<file path="src/rtl/ordered_list_insert_delete_macros.svh">
// Assertion macros for the ordered list block
`ifndef ORDERED_LIST_INSERT_DELETE_MACROS_SVH
`define ORDERED_LIST_INSERT_DELETE_MACROS_SVH

// Same-cycle implication, clocked on clk_i, off during reset
`define OLID_ASSERT_SAME(label, ante, cons, msg) \
  label: assert property (@(posedge clk_i) disable iff (!rst_ni) (ante) |-> (cons)) \
    else $error(msg);

// Next-cycle implication, clocked on clk_i, off during reset
`define OLID_ASSERT_NEXT(label, ante, cons, msg) \
  label: assert property (@(posedge clk_i) disable iff (!rst_ni) (ante) |=> (cons)) \
    else $error(msg);

`endif

</file>
<file path="src/rtl/olid_pkg.sv">
// Shared types and constants for the ordered list block
`default_nettype none

package olid_pkg;

  localparam int unsigned DEPTH = 16;
  localparam int unsigned AW    = $clog2(DEPTH);
  localparam int unsigned CW    = 5;
  localparam int unsigned DW    = 32;

  typedef enum logic [1:0] {
    ModeInsert = 2'd0,
    ModeDelete = 2'd1,
    ModeRead   = 2'd2,
    ModeAppend = 2'd3
  } mode_e;

  typedef enum logic [1:0] {
    StatOk    = 2'd0,
    StatRange = 2'd1,
    StatFull  = 2'd2
  } status_e;

  typedef enum logic [3:0] {
    StIdle   = 4'b0001,
    StRdWait = 4'b0010,
    StShift  = 4'b0100,
    StDone   = 4'b1000
  } state_e;

  typedef struct packed {
    logic signed [DW-1:0] data;
    logic [CW-1:0]        moved;
    status_e              status;
    logic [CW-1:0]        size;
    logic                 empty;
    logic                 full;
  } res_t;

endpackage

`default_nettype wire

</file>
<file path="src/rtl/olid_ram.sv">
// Generic simple dual-port RAM with registered read
`default_nettype none

module olid_ram #(
  parameter int unsigned Width = 32,
  parameter int unsigned Depth = 16
) (
  input  wire logic                     clk_i,
  input  wire logic                     we_i,
  input  wire logic [$clog2(Depth)-1:0] waddr_i,
  input  wire logic [Width-1:0]         wdata_i,
  input  wire logic                     re_i,
  input  wire logic [$clog2(Depth)-1:0] raddr_i,
  output logic      [Width-1:0]         rdata_o
);

  logic [Width-1:0] mem_q [Depth];

  always_ff @(posedge clk_i) begin
    if (we_i) begin
      mem_q[waddr_i] <= wdata_i;
    end
    if (re_i) begin
      rdata_o <= mem_q[raddr_i];
    end
  end

endmodule

`default_nettype wire

</file>
<file path="src/rtl/olid_ctrl.sv">
// Request sequencer: checks, shift walk over the list memory and count keeping
`default_nettype none

module olid_ctrl (
  input  wire logic                         clk_i,
  input  wire logic                         rst_ni,
  input  wire logic                         req_valid_i,
  output logic                              req_ready_o,
  input  wire logic [1:0]                   mode_i,
  input  wire logic [olid_pkg::CW-1:0]      position_i,
  input  wire logic signed [olid_pkg::DW-1:0] value_i,
  output logic                              res_valid_o,
  input  wire logic                         res_ready_i,
  output olid_pkg::res_t                    res_o,
  output logic                              mem_re_o,
  output logic [olid_pkg::AW-1:0]           mem_raddr_o,
  input  wire logic [olid_pkg::DW-1:0]      mem_rdata_i,
  output logic                              mem_we_o,
  output logic [olid_pkg::AW-1:0]           mem_waddr_o,
  output logic [olid_pkg::DW-1:0]           mem_wdata_o
);
  import olid_pkg::*;

  state_e               state_q, state_d;
  mode_e                mode_q, mode_d;
  logic [CW-1:0]        count_q, count_d;
  logic [AW-1:0]        pos_q, pos_d;
  logic signed [DW-1:0] val_q, val_d;
  logic [AW-1:0]        src_q, src_d;
  logic [AW-1:0]        dst_q, dst_d;
  logic [CW-1:0]        left_q, left_d;
  logic                 pend_q, pend_d;
  logic signed [DW-1:0] data_q, data_d;
  logic [CW-1:0]        moved_q, moved_d;
  status_e              status_q, status_d;
  mode_e                mode_in;
  logic                 is_full;

  assign mode_in = mode_e'(mode_i);
  assign is_full = (count_q == CW'(DEPTH));

  always_comb begin
    state_d     = state_q;
    mode_d      = mode_q;
    count_d     = count_q;
    pos_d       = pos_q;
    val_d       = val_q;
    src_d       = src_q;
    dst_d       = dst_q;
    left_d      = left_q;
    pend_d      = pend_q;
    data_d      = data_q;
    moved_d     = moved_q;
    status_d    = status_q;
    req_ready_o = 1'b0;
    res_valid_o = 1'b0;
    mem_re_o    = 1'b0;
    mem_raddr_o = position_i[AW-1:0];
    mem_we_o    = 1'b0;
    mem_waddr_o = count_q[AW-1:0];
    mem_wdata_o = value_i;

    case (state_q)
      StIdle: begin
        req_ready_o = 1'b1;
        if (req_valid_i) begin
          mode_d   = mode_in;
          pos_d    = position_i[AW-1:0];
          val_d    = value_i;
          pend_d   = 1'b0;
          data_d   = '0;
          moved_d  = '0;
          status_d = StatOk;
          state_d  = StDone;
          case (mode_in)
            ModeInsert: begin
              if (is_full) begin
                status_d = StatFull;
              end else if (position_i > count_q) begin
                status_d = StatRange;
              end else begin
                // walk downwards from the last entry, one move a cycle
                src_d   = AW'(count_q - CW'(1));
                dst_d   = count_q[AW-1:0];
                left_d  = count_q - position_i;
                moved_d = count_q - position_i;
                count_d = count_q + CW'(1);
                state_d = StShift;
              end
            end
            ModeDelete: begin
              if (position_i >= count_q) begin
                status_d = StatRange;
              end else begin
                mem_re_o = 1'b1;
                src_d    = AW'(position_i + CW'(1));
                dst_d    = position_i[AW-1:0];
                left_d   = count_q - CW'(1) - position_i;
                moved_d  = count_q - CW'(1) - position_i;
                count_d  = count_q - CW'(1);
                state_d  = StRdWait;
              end
            end
            ModeRead: begin
              if (position_i >= count_q) begin
                status_d = StatRange;
              end else begin
                mem_re_o = 1'b1;
                state_d  = StRdWait;
              end
            end
            ModeAppend: begin
              if (is_full) begin
                status_d = StatFull;
              end else begin
                mem_we_o = 1'b1;
                count_d  = count_q + CW'(1);
              end
            end
            default: begin
              status_d = StatRange;
            end
          endcase
        end
      end
      StRdWait: begin
        data_d  = mem_rdata_i;
        state_d = (mode_q == ModeDelete) ? StShift : StDone;
      end
      StShift: begin
        // read one entry ahead, write the one read last cycle
        mem_re_o    = (left_q != '0);
        mem_raddr_o = src_q;
        if (mem_re_o) begin
          left_d = left_q - CW'(1);
          src_d  = (mode_q == ModeInsert) ? src_q - AW'(1) : src_q + AW'(1);
        end
        pend_d = mem_re_o;
        if (pend_q) begin
          mem_we_o    = 1'b1;
          mem_waddr_o = dst_q;
          mem_wdata_o = mem_rdata_i;
          dst_d       = (mode_q == ModeInsert) ? dst_q - AW'(1) : dst_q + AW'(1);
        end else if (left_q == '0) begin
          if (mode_q == ModeInsert) begin
            mem_we_o    = 1'b1;
            mem_waddr_o = pos_q;
            mem_wdata_o = val_q;
          end
          state_d = StDone;
        end
      end
      StDone: begin
        res_valid_o = 1'b1;
        if (res_ready_i) begin
          state_d = StIdle;
        end
      end
      default: begin
        state_d = StIdle;
      end
    endcase
  end

  assign res_o.data   = data_q;
  assign res_o.moved  = moved_q;
  assign res_o.status = status_q;
  assign res_o.size   = count_q;
  assign res_o.empty  = (count_q == '0);
  assign res_o.full   = is_full;

  always_ff @(posedge clk_i or negedge rst_ni) begin
    if (!rst_ni) begin
      state_q <= StIdle;
      count_q <= '0;
      left_q  <= '0;
      pend_q  <= 1'b0;
    end else begin
      state_q <= state_d;
      count_q <= count_d;
      left_q  <= left_d;
      pend_q  <= pend_d;
    end
  end

  always_ff @(posedge clk_i) begin
    mode_q   <= mode_d;
    pos_q    <= pos_d;
    val_q    <= val_d;
    src_q    <= src_d;
    dst_q    <= dst_d;
    data_q   <= data_d;
    moved_q  <= moved_d;
    status_q <= status_d;
  end

endmodule

`default_nettype wire

</file>
<file path="src/rtl/ordered_list_insert_delete.sv">
// Path to the result: append and rejected requests go straight to done, read waits
// on the memory read, insert walks the shift, delete waits on the read then shifts.
// Throughput: one request at a time; a shift moves one entry a cycle over the
// list memory's single read and single write port.
// Reset clears the count, the state, the shift bookkeeping and the output valid flag;
// list contents are not cleared. A result may wait in the output register while the next request is accepted.
`default_nettype none

module ordered_list_insert_delete (
  input  wire logic                         clk_i,
  input  wire logic                         rst_ni,
  input  wire logic                         in_valid_i,
  output logic                              in_ready_o,
  input  wire logic [1:0]                   mode_i,
  input  wire logic [4:0]                   position_i,
  input  wire logic signed [31:0]           value_i,
  output logic                              out_valid_o,
  input  wire logic                         out_ready_i,
  output logic signed [31:0]                data_out_o,
  output logic [4:0]                        moved_o,
  output logic [1:0]                        status_o,
  output logic [4:0]                        list_size_o,
  output logic                              is_empty_flag_o,
  output logic                              is_full_flag_o
);
  import olid_pkg::*;

  `include "ordered_list_insert_delete_macros.svh"

  logic          res_valid;
  logic          res_ready;
  res_t          res;
  res_t          out_q;
  logic          out_valid_q;
  logic          mem_re;
  logic [AW-1:0] mem_raddr;
  logic [DW-1:0] mem_rdata;
  logic          mem_we;
  logic [AW-1:0] mem_waddr;
  logic [DW-1:0] mem_wdata;

  olid_ctrl u_ctrl (
    .clk_i       (clk_i),
    .rst_ni      (rst_ni),
    .req_valid_i (in_valid_i),
    .req_ready_o (in_ready_o),
    .mode_i      (mode_i),
    .position_i  (position_i),
    .value_i     (value_i),
    .res_valid_o (res_valid),
    .res_ready_i (res_ready),
    .res_o       (res),
    .mem_re_o    (mem_re),
    .mem_raddr_o (mem_raddr),
    .mem_rdata_i (mem_rdata),
    .mem_we_o    (mem_we),
    .mem_waddr_o (mem_waddr),
    .mem_wdata_o (mem_wdata)
  );

  olid_ram #(
    .Width (DW),
    .Depth (DEPTH)
  ) u_ram (
    .clk_i   (clk_i),
    .we_i    (mem_we),
    .waddr_i (mem_waddr),
    .wdata_i (mem_wdata),
    .re_i    (mem_re),
    .raddr_i (mem_raddr),
    .rdata_o (mem_rdata)
  );

  // output register: load when empty or being drained
  assign res_ready = !out_valid_q || out_ready_i;

  always_ff @(posedge clk_i or negedge rst_ni) begin
    if (!rst_ni) begin
      out_valid_q <= 1'b0;
    end else if (res_ready) begin
      out_valid_q <= res_valid;
    end
  end

  always_ff @(posedge clk_i) begin
    if (res_ready && res_valid) begin
      out_q <= res;
    end
  end

  assign out_valid_o     = out_valid_q;
  assign data_out_o      = out_q.data;
  assign moved_o         = out_q.moved;
  assign status_o        = out_q.status;
  assign list_size_o     = out_q.size;
  assign is_empty_flag_o = out_q.empty;
  assign is_full_flag_o  = out_q.full;

  `OLID_ASSERT_SAME(a_reject_clean, out_valid_o && (status_o != StatOk), (moved_o == '0) && (data_out_o == '0), "rejected request moved or returned data")
  `OLID_ASSERT_SAME(a_flags_match, out_valid_o, (is_empty_flag_o == (list_size_o == '0)) && (is_full_flag_o == (list_size_o == CW'(DEPTH))), "empty or full flag disagrees with size")
  `OLID_ASSERT_NEXT(a_busy_after_req, in_valid_i && in_ready_o, !in_ready_o, "request accepted while previous one in flight")
  `OLID_ASSERT_NEXT(a_res_held, res_valid && !res_ready, res_valid && $stable(res), "pending result dropped or changed")

endmodule

`default_nettype wire
</file>
<file path="config.mk">
export PLATFORM = sky130hd
export DESIGN_NAME = ordered_list_insert_delete
export DESIGN_NICKNAME = d
export VERILOG_FILES = /design/src/rtl/olid_pkg.sv /design/src/rtl/olid_ram.sv /design/src/rtl/olid_ctrl.sv /design/src/rtl/ordered_list_insert_delete.sv
export VERILOG_INCLUDE_DIRS = /design/src /design/src/rtl
export SDC_FILE = /design/constraint.sdc
export NUM_CORES = 1
export LEC_CHECK = 0
export BUFFER_PORTS_ARGS = -buffer_cell sky130_fd_sc_hd__buf_4
export CAP_MARGIN = 20
export CORE_MARGIN = 5
export CORE_UTILIZATION = 45
export CTS_CLUSTER_SIZE = 8
export DETAILED_ROUTE_END_ITERATION = 10
export PLACE_DENSITY = 0.62
export SYNTH_ARGS = -nofsm -noshare
export SYNTH_HDL_FRONTEND = slang
export SYNTH_SLANG_ARGS = --single-unit
export TNS_END_PERCENT = 30
</file>
<file path="constraint.sdc">
create_clock -name clk_i -period 7.3 [get_ports clk_i]
set_input_delay 1.46 -clock clk_i [delete_from_list [all_inputs] [get_ports clk_i]]
set_output_delay 1.46 -clock clk_i [all_outputs]
set_load 0.01 [all_outputs]
</file>
==> flow_metrics.tcl, run 1 <==
set metrics [dict create \
    syn_area_sq_mm 0.0278 \
    mostFrequentLayoutCells "edfxtp_1 (675), nand2_1 (509), nand3_1 (249), buf_4 (157), clkbuf_16 (99)" \
    setup_viol 0 \
    nNetsFinal 2278 \
    drc 0 \
    io_buffers 90 \
    ys_ff_latch 691 \
    synth_nets 2137 \
    postRouteAntennaNets 0 \
    reg2reg_from "u_ctrl.left_q[0]$_DFFE_PN0P_" \
    root_buffer "clkbuf_16" \
    htree_num_levels 3 \
    clk_path_buf_depth 3 \
    leakagePower_nw 11.1 \
    syn_avg_cell_area_sq_um 13.5 \
    ctsHoldBuffers 0 \
    synth_edf_count 675 \
    ys_top_cells_by_area "edfxtp_1 (73%), nand2_1 (6.9%), nand3_1 (4.5%), a22oi_1 (1.7%), dfrtp_1 (1.3%)" \
    syn_to_final_growth_pct 16.2 \
    finalHoldViolCount 0 \
    crit_buf_inv 2 \
    cts_buffers 96 \
    dr.pass1.iters 5 \
    cts-resized-gates 0 \
    crit_family "simple AND/OR/NAND/NOR gates" \
    slowest_delay_ns 0.66 \
    synth-compound-area-share 0.0515 \
    min_period_over_period 0.575 \
    syn_inst 2066 \
    hold_class "register to register" \
    synth_top_area_cell "edfxtp_1" \
    slew_viol_final 0 \
    ir_worst_vdd_mv 0.158 \
    endpoint_kind "register" \
    max-slew-margin-rel 0.281 \
    initial_core_util 0.453 \
    rsz0062_at_grt "no" \
    post-route-util 0.526 \
    holdCritStartpoint "u_ctrl.status_q[0]$_DFFE_PP_" \
    core_sq_mm 0.0615 \
    fin_worst_skew_ns 0.0190 \
    slowest_stage "nor2_4" \
    multiInputGateArea_sq_mm 0.00675 \
    synthXorXnorAreaFrac 0.00818 \
    n_antenna_cell 0 \
    cts_tree "done" \
    cp-startpoint "u_ctrl.left_q[0]$_DFFE_PN0P_" \
    synth_cell_types 67 \
    synth_top_area_frac 0.728 \
    clk_pin_slew_worst_paths_ns 0.05 \
    avgViaCountPerCell 5.79 \
    chipHeight_microns 259 \
    postCtsSetupBuffers 0 \
    die_width_microns 259 \
    yosysWarnings 0 \
    worstMarginPinSlew_ns 1.07 \
    ys_async_sr_fraction 0.0232 \
    fillers 4954 \
    drv_cap 0 \
    io_pins 91 \
    arrival_ns 4.47 \
    finalSetupTns_ns 0 \
    placed_area_sq_mm 0.0297 \
    fmax_ghz 0.238 \
    clkLatencyLatePin_ns 0.64 \
    final_common_cell "edfxtp_1" \
    worstSetupStartpointType "register" \
    die_area_sq_mm 0.0669 \
    num_rows 91 \
    synth-simple-area-share 0.153 \
    synth_ff_type "edfxtp_1" \
    crit_chain "inv_1 -> ha_1 -> or4b_4 -> or3_4 -> a21oi_4 -> a31o_2 -> nand3_1 -> nor2_4 -> buf_4" \
    dr.first_iter.drc_count 1922 \
    hpwl_microns 42200 \
    critical_path_class "register to register" \
    routed_wire_length_per_instance_microns 24.4 \
    place_congestion 0.871 \
    grt_pass1_wl_microns 109000 \
    grt_max_degree 130 \
    vias 17500 \
    powerDensity_mw_per_mm2 333 \
    worstPathMaxFanout 38 \
    antenna_found_initial 1 \
    period_minus_slack_ns 4.19 \
    regArea_sq_mm 0.0207 \
    ys_seq_area_frac 0.742 \
    status "finished clean" \
    grt_pass1_vias 17000 \
    synth_adder_area_share 0.0137 \
    clock-sinks 691 \
    drive_gt1_frac 0.143 \
    gr-total-overflow 0 \
    grt_util_all_layers 0.217 \
    synthMuxAreaShare 0.00773 \
    synth_top_family_by_area "simple AND/OR/NAND/NOR gates" \
    total_power_mw 10.8 \
    final_area_sq_mm 0.0324 \
    totalWireLength_microns 73800 \
    cp.required_ns 7.58 \
]
## report_power, final
part / switching [mW] / internal [mW] / leakage (nW) / total, mW
clock network: 1.56 / 2.44 / 1.29 / 4.00
logic: 1.16 / 0.543 / 3.59 / 1.70
registers: 0.194 / 4.90 / 6.25 / 5.10
total: 2.91 / 7.88 / 11.1 / 10.8
## worst register-to-register path: stages, from the launching register on
cell	delay [ns]
dfrtp_1	0.38
inv_1	0.12
ha_1	0.15
or4b_4	0.46
or3_4	0.60
a21oi_4	0.39
a31o_2	0.20
nand3_1	0.32
nor2_4	0.66
buf_4	0.53
## layer usage
metal,track usage,wire (microns),vias up
met1,0.299,30700,8690
li1,-,-,7874
met3,0.0490,6360,141
met2,0.342,34500,783
met5,0,17,-
met4,0.0786,2220,2
## logic make-up after synthesis
family / after synthesis
DFF: 691
and+or+nand+nor: 947
buffers and inverters: 144
xor gates and xnor gates: 26
adders and majority gates: 28
muxes: 17
AOI/OAI and AO/OA: 213
## area by class of cell
| cell class | count | area share |
|---|---|---|
| Clock buffer | 115 | 0.0784 |
| Clock inverter | 5 | 0.00317 |
| Inverter | 28 | 0.00325 |
| Multi-Input combinational cell | 1231 | 0.209 |
| Sequential cell | 691 | 0.639 |
| Tap cell | 790 | 0.0305 |
| Timing Repair Buffer | 159 | 0.0374 |
## synthesized netlist by cell type, drive strengths merged, types with 15 or more instances
library cell	n
nor3	15
o21ai	45
nand3	249
edfxtp	675
a22oi	62
nor2	53
nand2	509
inv	28
clkbuf	49
a21oi	49
buf	67
dfrtp	15
and2	33
ha	24
nand4	58
## worst paths after layout
| kind | to | slack (ns) | depth (start not counted) |
|---|---|---|---|
| min reg2reg | status_o[0]$_DFFE_PP_ | 0.41 | 0 |
| min in group asynchronous | u_ctrl.count_q[3]$_DFFE_PN0P_ | 0.69 | 1 |
| min | status_o[0]$_DFFE_PP_ | 0.41 | 0 |
| max | u_ram.mem_q[8][27]$_DFFE_PP_ | 3.11 | 9 |
| max in group asynchronous | u_ctrl.state_q[0]$_DFFE_PN1P_ | 6.33 | 1 |
| max reg2reg | u_ram.mem_q[8][27]$_DFFE_PP_ | 3.11 | 9 |
## sequential cells by signal (all words and copies together), names as in the netlist, 5 cells and up
name / flops
u_ram.mem_q: 512
data_out_o: 32
u_ctrl.data_q: 32
u_ctrl.val_q: 32
u_ram.rdata_o: 32
list_size_o: 5
moved_o: 5
u_ctrl.count_q: 5
u_ctrl.left_q: 5
u_ctrl.moved_q: 5
## stage by stage
step | setup WS, ns | hold WS, ns | instances
2_1_floorplan | 1.83 | 0.400 | 2066
3_3_place_gp | 3.06 | 0.402 | 2895
3_5_place_dp | 2.98 | 0.405 | 2895
4_1_cts | 3.11 | 0.409 | 3015
5_1_grt | 2.98 | 0.414 | 3019
6_report | 3.11 | 0.408 | 3019
Note: power is estimated with default switching activity, not from simulation.
==> run 2: changes to the inputs <==
clock period = 3.9 ns   (was 7.3 ns; I/O delays follow)
==> run 2 against run 1 <==
  * Cell area rose by 1.4%
  * Non-clock buffer count rose by 37
  * Via count rose by 2.9%
  * Sequential share of layout area fell by 0.89 points
  * Setup slack got worse by 2.6 ns
  * Clock skew rose by 0.0018 ns
  * Maximum frequency rose by 22%
  * Total power rose by 89%
  * Register-to-register slack got worse by 2.6 ns
  * Critical path depth fell by 1
  * Critical path type unchanged
  * Critical endpoint is now u_ram.rdata_o[31]$_DFFE_PP_
==> flow_metrics.tcl, run 2 (same netlist as run 1, synthesis figures left out) <==
set metrics [dict create \
    status "finished clean" \
    root_buffer "clkbuf_16" \
    cp.required_ns 4.29 \
    n_antenna_cell 0 \
    r2r_end "u_ram.rdata_o[31]$_DFFE_PP_" \
    clk_path_buf_depth 3 \
    grt_util_all_layers 0.226 \
    core_sq_mm 0.0615 \
    final_common_cell "edfxtp_1" \
    cts_tree "done" \
    grt_pass1_vias 17400 \
    drc 0 \
    postCtsSetupBuffers 0 \
    leakagePower_nw 11.3 \
    die_area_sq_mm 0.0669 \
    holdCritStartpoint "value_i[1]" \
    syn_to_final_growth_pct 17.9 \
    setup_viol 0 \
    endpoint_kind "register" \
    io_pins 91 \
    slew_viol_final 0 \
    worstPathMaxFanout 47 \
    postRouteAntennaNets 0 \
    worstMarginPinSlew_ns 0.802 \
    largest_reg_flops 512 \
    largest_register "u_ram.mem_q" \
    grt_pass1_wl_microns 114000 \
    htree_num_levels 3 \
    reg2reg_from "u_ctrl.state_q[1]$_DFFE_PN0P_" \
    fin_worst_skew_ns 0.0208 \
    place_ws_ns 0.520 \
    slowest_stage "or4b_2" \
    totalWireLength_microns 76800 \
    initial_core_util 0.453 \
    cts_buffers 96 \
    rsz0062_at_grt "no" \
    worstSetupStartpointType "register" \
    nNetsFinal 2315 \
    vias 18000 \
    clock-sinks 691 \
    fmax_ghz 0.291 \
    placed_area_sq_mm 0.0302 \
    powerDensity_mw_per_mm2 622 \
    rr_worst_depth 8 \
    hold_end "u_ctrl.val_q[1]$_DFFE_PP_" \
    routed_wire_length_per_instance_microns 25.1 \
    cts-resized-gates 0 \
    hpwl_microns 49700 \
    avgViaCountPerCell 5.87 \
    arrival_ns 3.82 \
    finalHoldViolCount 0 \
    clkLatencyLatePin_ns 0.63 \
    dr.pass1.iters 5 \
    r2r_slack_ns 0.47 \
    num_rows 91 \
    crit_chain "or4b_2 -> mux2i_4 -> buf_12 -> buf_4 -> nand2_1 -> nand3_1 -> nand4_1 -> a21oi_1" \
    die_width_microns 259 \
    max-slew-margin-rel 0.464 \
    place_congestion 0.909 \
    clk_pin_slew_worst_paths_ns 0.05 \
    min_period_over_period 0.880 \
    mostFrequentLayoutCells "edfxtp_1 (675), nand2_1 (509), nand3_1 (249), buf_4 (178), clkbuf_16 (99)" \
    gr-total-overflow 0 \
    fillers 5022 \
    antenna_found_initial 3 \
    ir_worst_vdd_mv 0.346 \
    drive_gt1_frac 0.155 \
    final_area_sq_mm 0.0328 \
    finalSetupTns_ns 0 \
    drv_cap 0 \
    period_minus_slack_ns 3.43 \
    grt_max_degree 79 \
    slowest_delay_ns 0.95 \
    critical_path_class "register to register" \
    whs_path_depth 1 \
    hold_class "input port to register" \
    fin_ws_ns 0.469 \
    dr.first_iter.drc_count 2450 \
    io_buffers 90 \
    chipHeight_microns 259 \
]
-- run 2: cell count changes in the layout (fill, tap and decap cells not counted), moves of 2 or more --
| cell | before | now |
|---|---|---|
| clkinv_8 | 2 | 0 |
| buf_12 | 1 | 17 |
| clkbuf_1 | 16 | 28 |
| clkinvlp_4 | 0 | 2 |
| buf_4 | 157 | 178 |
-- run 2: worst max path at each step --
stage / cells after the start / end / startpoint
final: 8 / u_ram.rdata_o[31]$_DFFE_PP_ / u_ctrl.state_q[1]$_DFFE_PN0P_
after global routing: 8 / u_ram.rdata_o[31]$_DFFE_PP_ / u_ctrl.state_q[1]$_DFFE_PN0P_
after CTS: 7 / u_ram.mem_q[3][27]$_DFFE_PP_ / u_ctrl.state_q[1]$_DFFE_PN0P_
after detailed placement: 7 / u_ram.rdata_o[1]$_DFFE_PP_ / u_ctrl.state_q[1]$_DFFE_PN0P_
after global placement: 9 / u_ctrl.src_q[0]$_DFFE_PP_ / position_i[1]
after floorplan: 2 / data_out_o[0]$_DFFE_PP_ / u_ctrl.state_q[0]$_DFFE_PN1P_
-- run 2: per-stage QoR --
stage | utilization | power, mW | cells | hold slack (ns)
floorplan | - | 11.5 | 2066 | 0.400
finish | 0.534 | 20.4 | 3066 | 0.348
global route | 0.534 | 21.2 | 3066 | 0.325
CTS | 0.534 | 20.5 | 3066 | 0.313
global placement | 0.491 | 13.0 | 2935 | 0.402
detailed placement | 0.491 | 13.1 | 2935 | 0.405
-- run 2: per-layer routing --
metal / GRT usage / up-vias / part of all wire
li1: - / 7946 / -
met4: 0.0606 / 4 / 0.019
met1: 0.349 / 8990 / 0.44
met3: 0.0592 / 95 / 0.11
met2: 0.319 / 957 / 0.43
met5: 0 / - / 0.00035
-- run 2: critical path, delay by kind of cell, from the launching register on --
kind | cells | cell delay [ns]
multiplexers | 1 | 0.39
AO/OA/AOI/OAI | 1 | 0.40
AND/OR/NAND/NOR | 4 | 1.33
flip-flops | 1 | 0.42
buffers and inverters | 2 | 0.59
-- run 2: what timing repair did --
item / 4_1_cts / 5_1_grt
endpoints found under the setup margin: 0 / 0
hold buffers: 1 / 0
endpoints found under the hold margin: 10 / 0
-- run 2: where the power goes --
| part | internal [mW] | switching [mW] | total (mW) | leakage (nW) |
|---|---|---|---|---|
| clock | 4.52 | 2.90 | 7.42 | 1.27 |
| sequential | 9.17 | 0.310 | 9.48 | 6.25 |
| combinational | 1.11 | 2.40 | 3.52 | 3.82 |
-- run 2: area by class of cell --
class | count | area (sq um) | area share
Timing Repair Buffer | 196 | 1690 | 0.0514
Clock inverter | 3 | 36.3 | 0.00111
Sequential cell | 691 | 20700 | 0.630
Multi-Input combinational cell | 1231 | 6740 | 0.205
Inverter | 28 | 109 | 0.00332
Tap cell | 790 | 988 | 0.0301
Clock buffer | 127 | 2580 | 0.0787
==> run 3: changes to the inputs <==
CTS_BUF_LIST = sky130_fd_sc_hd__clkbuf_8   (was unset)
==> run 3 against run 2 <==
  * Sequential cell count unchanged
  * Clock-buffer cell count shrank 15
  * Largest cell class unchanged
  * Cell area shrank 2.1%
  * Non-clock buffer count unchanged
  * Highest routed layer unchanged
  * Total power shrank 9.0%
  * Final cell count rose by 1.8%
  * Clock skew rose by 0.015 ns
  * Largest power group unchanged
  * Wire length shrank 1.1%
  * Maximum frequency shrank 1.2%
==> flow_metrics.tcl, run 3 (same netlist as run 1, synthesis figures left out) <==
set metrics [dict create \
    endpoint_kind "register" \
    largest_register "u_ram.mem_q" \
    dr.first_iter.drc_count 2455 \
    grt_util_all_layers 0.224 \
    hpwl_microns 49700 \
    initial_core_util 0.453 \
    cp.required_ns 4.36 \
    powerDensity_mw_per_mm2 578 \
    hold_class "input port to register" \
    worstPathMaxFanout 47 \
    antenna_found_initial 3 \
    ir_worst_vdd_mv 0.247 \
    fin_worst_skew_ns 0.0360 \
    cts_tree "done" \
    clkLatencyLatePin_ns 0.72 \
    avgViaCountPerCell 5.71 \
    io_buffers 90 \
    critical_path_class "register to register" \
    drive_gt1_frac 0.161 \
    clock-sinks 691 \
    leakagePower_nw 11.2 \
    slowest_delay_ns 0.96 \
    final_common_cell "edfxtp_1" \
    period_minus_slack_ns 3.47 \
    slew_viol_final 0 \
    crit_buf_inv 2 \
    grt_max_degree 79 \
    htree_num_levels 3 \
    routed_wire_length_per_instance_microns 24.4 \
    drv_cap 0 \
    die_area_sq_mm 0.0669 \
    setup_viol 0 \
    vias 17800 \
    io_pins 91 \
    grt_pass1_vias 17300 \
    rsz0062_at_grt "no" \
    core_sq_mm 0.0615 \
    root_buffer "clkbuf_8" \
    slowest_stage "or4b_2" \
    max-slew-margin-rel 0.457 \
    place_congestion 0.909 \
    syn_to_final_growth_pct 15.4 \
    nNetsFinal 2327 \
    status "finished clean" \
    min_period_over_period 0.891 \
    finalHoldViolCount 0 \
    gr-total-overflow 0 \
    worstSetupStartpointType "register" \
    cts_buffers 108 \
    largest_reg_flops 512 \
    die_width_microns 259 \
    grt_pass1_wl_microns 113000 \
    crit_chain "or4b_2 -> mux2i_4 -> buf_12 -> buf_4 -> nand2_1 -> nand3_1 -> nand4_1 -> a21oi_1" \
    fmax_ghz 0.288 \
    mostFrequentLayoutCells "edfxtp_1 (675), nand2_1 (509), nand3_1 (249), buf_4 (178), clkbuf_8 (112)" \
    clk_path_buf_depth 3 \
    chipHeight_microns 259 \
    postRouteAntennaNets 0 \
    totalWireLength_microns 76000 \
    num_rows 91 \
    finalSetupTns_ns 0 \
    post-route-util 0.523 \
    cts-resized-gates 0 \
    worstMarginPinSlew_ns 0.813 \
    arrival_ns 3.93 \
    dr.pass1.iters 5 \
    crit_family "simple AND/OR/NAND/NOR gates" \
    fillers 5155 \
    clk_pin_slew_worst_paths_ns 0.06 \
    drc 0 \
]
run 3: cell count changes in the layout (fill, tap and decap cells not counted), sizes merged:
cell and delta:
bufinv +3, clkbuf -15, diode +1, clkinv +23
inv +42
run 3: worst paths after layout:
check	from	slack, ns	to	cells past startpoint
setup / recovery	u_ctrl.state_q[1]$_DFFE_PN0P_	0.43	u_ram.rdata_o[31]$_DFFE_PP_	8
hold / removal	value_i[28]	0.26	u_ctrl.val_q[28]$_DFFE_PP_	1
setup reg to reg	u_ctrl.state_q[1]$_DFFE_PN0P_	0.43	u_ram.rdata_o[31]$_DFFE_PP_	8
hold reg to reg	u_ctrl.data_q[23]$_SDFFCE_PN0P_	0.41	data_out_o[23]$_DFFE_PP_	0
max in group asynchronous	rst_ni	3.15	u_ctrl.state_q[0]$_DFFE_PN1P_	2
min in group asynchronous	rst_ni	0.47	u_ctrl.count_q[3]$_DFFE_PN0P_	2
run 3: report_power, final:
group,internal [mW],switching (mW),total [mW],leakage (nW)
Sequential,9.15,0.311,9.46,6.25
Clock,2.84,2.76,5.60,1.13
Combinational,1.11,2.40,3.51,3.82
Total,13.1,5.47,18.6,11.2
run 3: through the flow:
| stage | std cells | total power [mW] | cell area, sq um | worst slack (ns) | hold slack (ns) |
|---|---|---|---|---|---|
| after floorplan | 2066 | 11.5 | 27900 | 0.113 | 0.400 |
| after global placement | 2935 | 13.0 | 30200 | 0.537 | 0.402 |
| after detailed placement | 2935 | 13.1 | 30200 | 0.520 | 0.405 |
| after CTS | 3119 | 18.7 | 32100 | 0.490 | 0.194 |
| after global routing | 3120 | 19.4 | 32100 | 0.325 | 0.221 |
| final | 3120 | 18.6 | 32100 | 0.426 | 0.263 |
run 3: layout make-up:
cell class	count	area [sq um]	area share
repair buffers	196	1690	0.0525
multi-input cells	1231	6740	0.210
clock inverters	71	388	0.0121
clock buffers	112	1540	0.0480
flip-flops and latches	691	20700	0.643
inverters	28	109	0.00339
well taps	790	988	0.0308
diodes	1	2.50	0.0000779
run 3: repair_timing:
action | 4_1_cts | 5_1_grt
hold buffers | 1 | 0
setup buffers | 0 | 0
endpoints found under the hold margin | 15 | 0
run 3: routing by layer:
layer	wire (microns)	track usage
met3	8200	0.0608
met2	32500	0.316
met5	27	0
met1	33900	0.346
met4	1370	0.0589
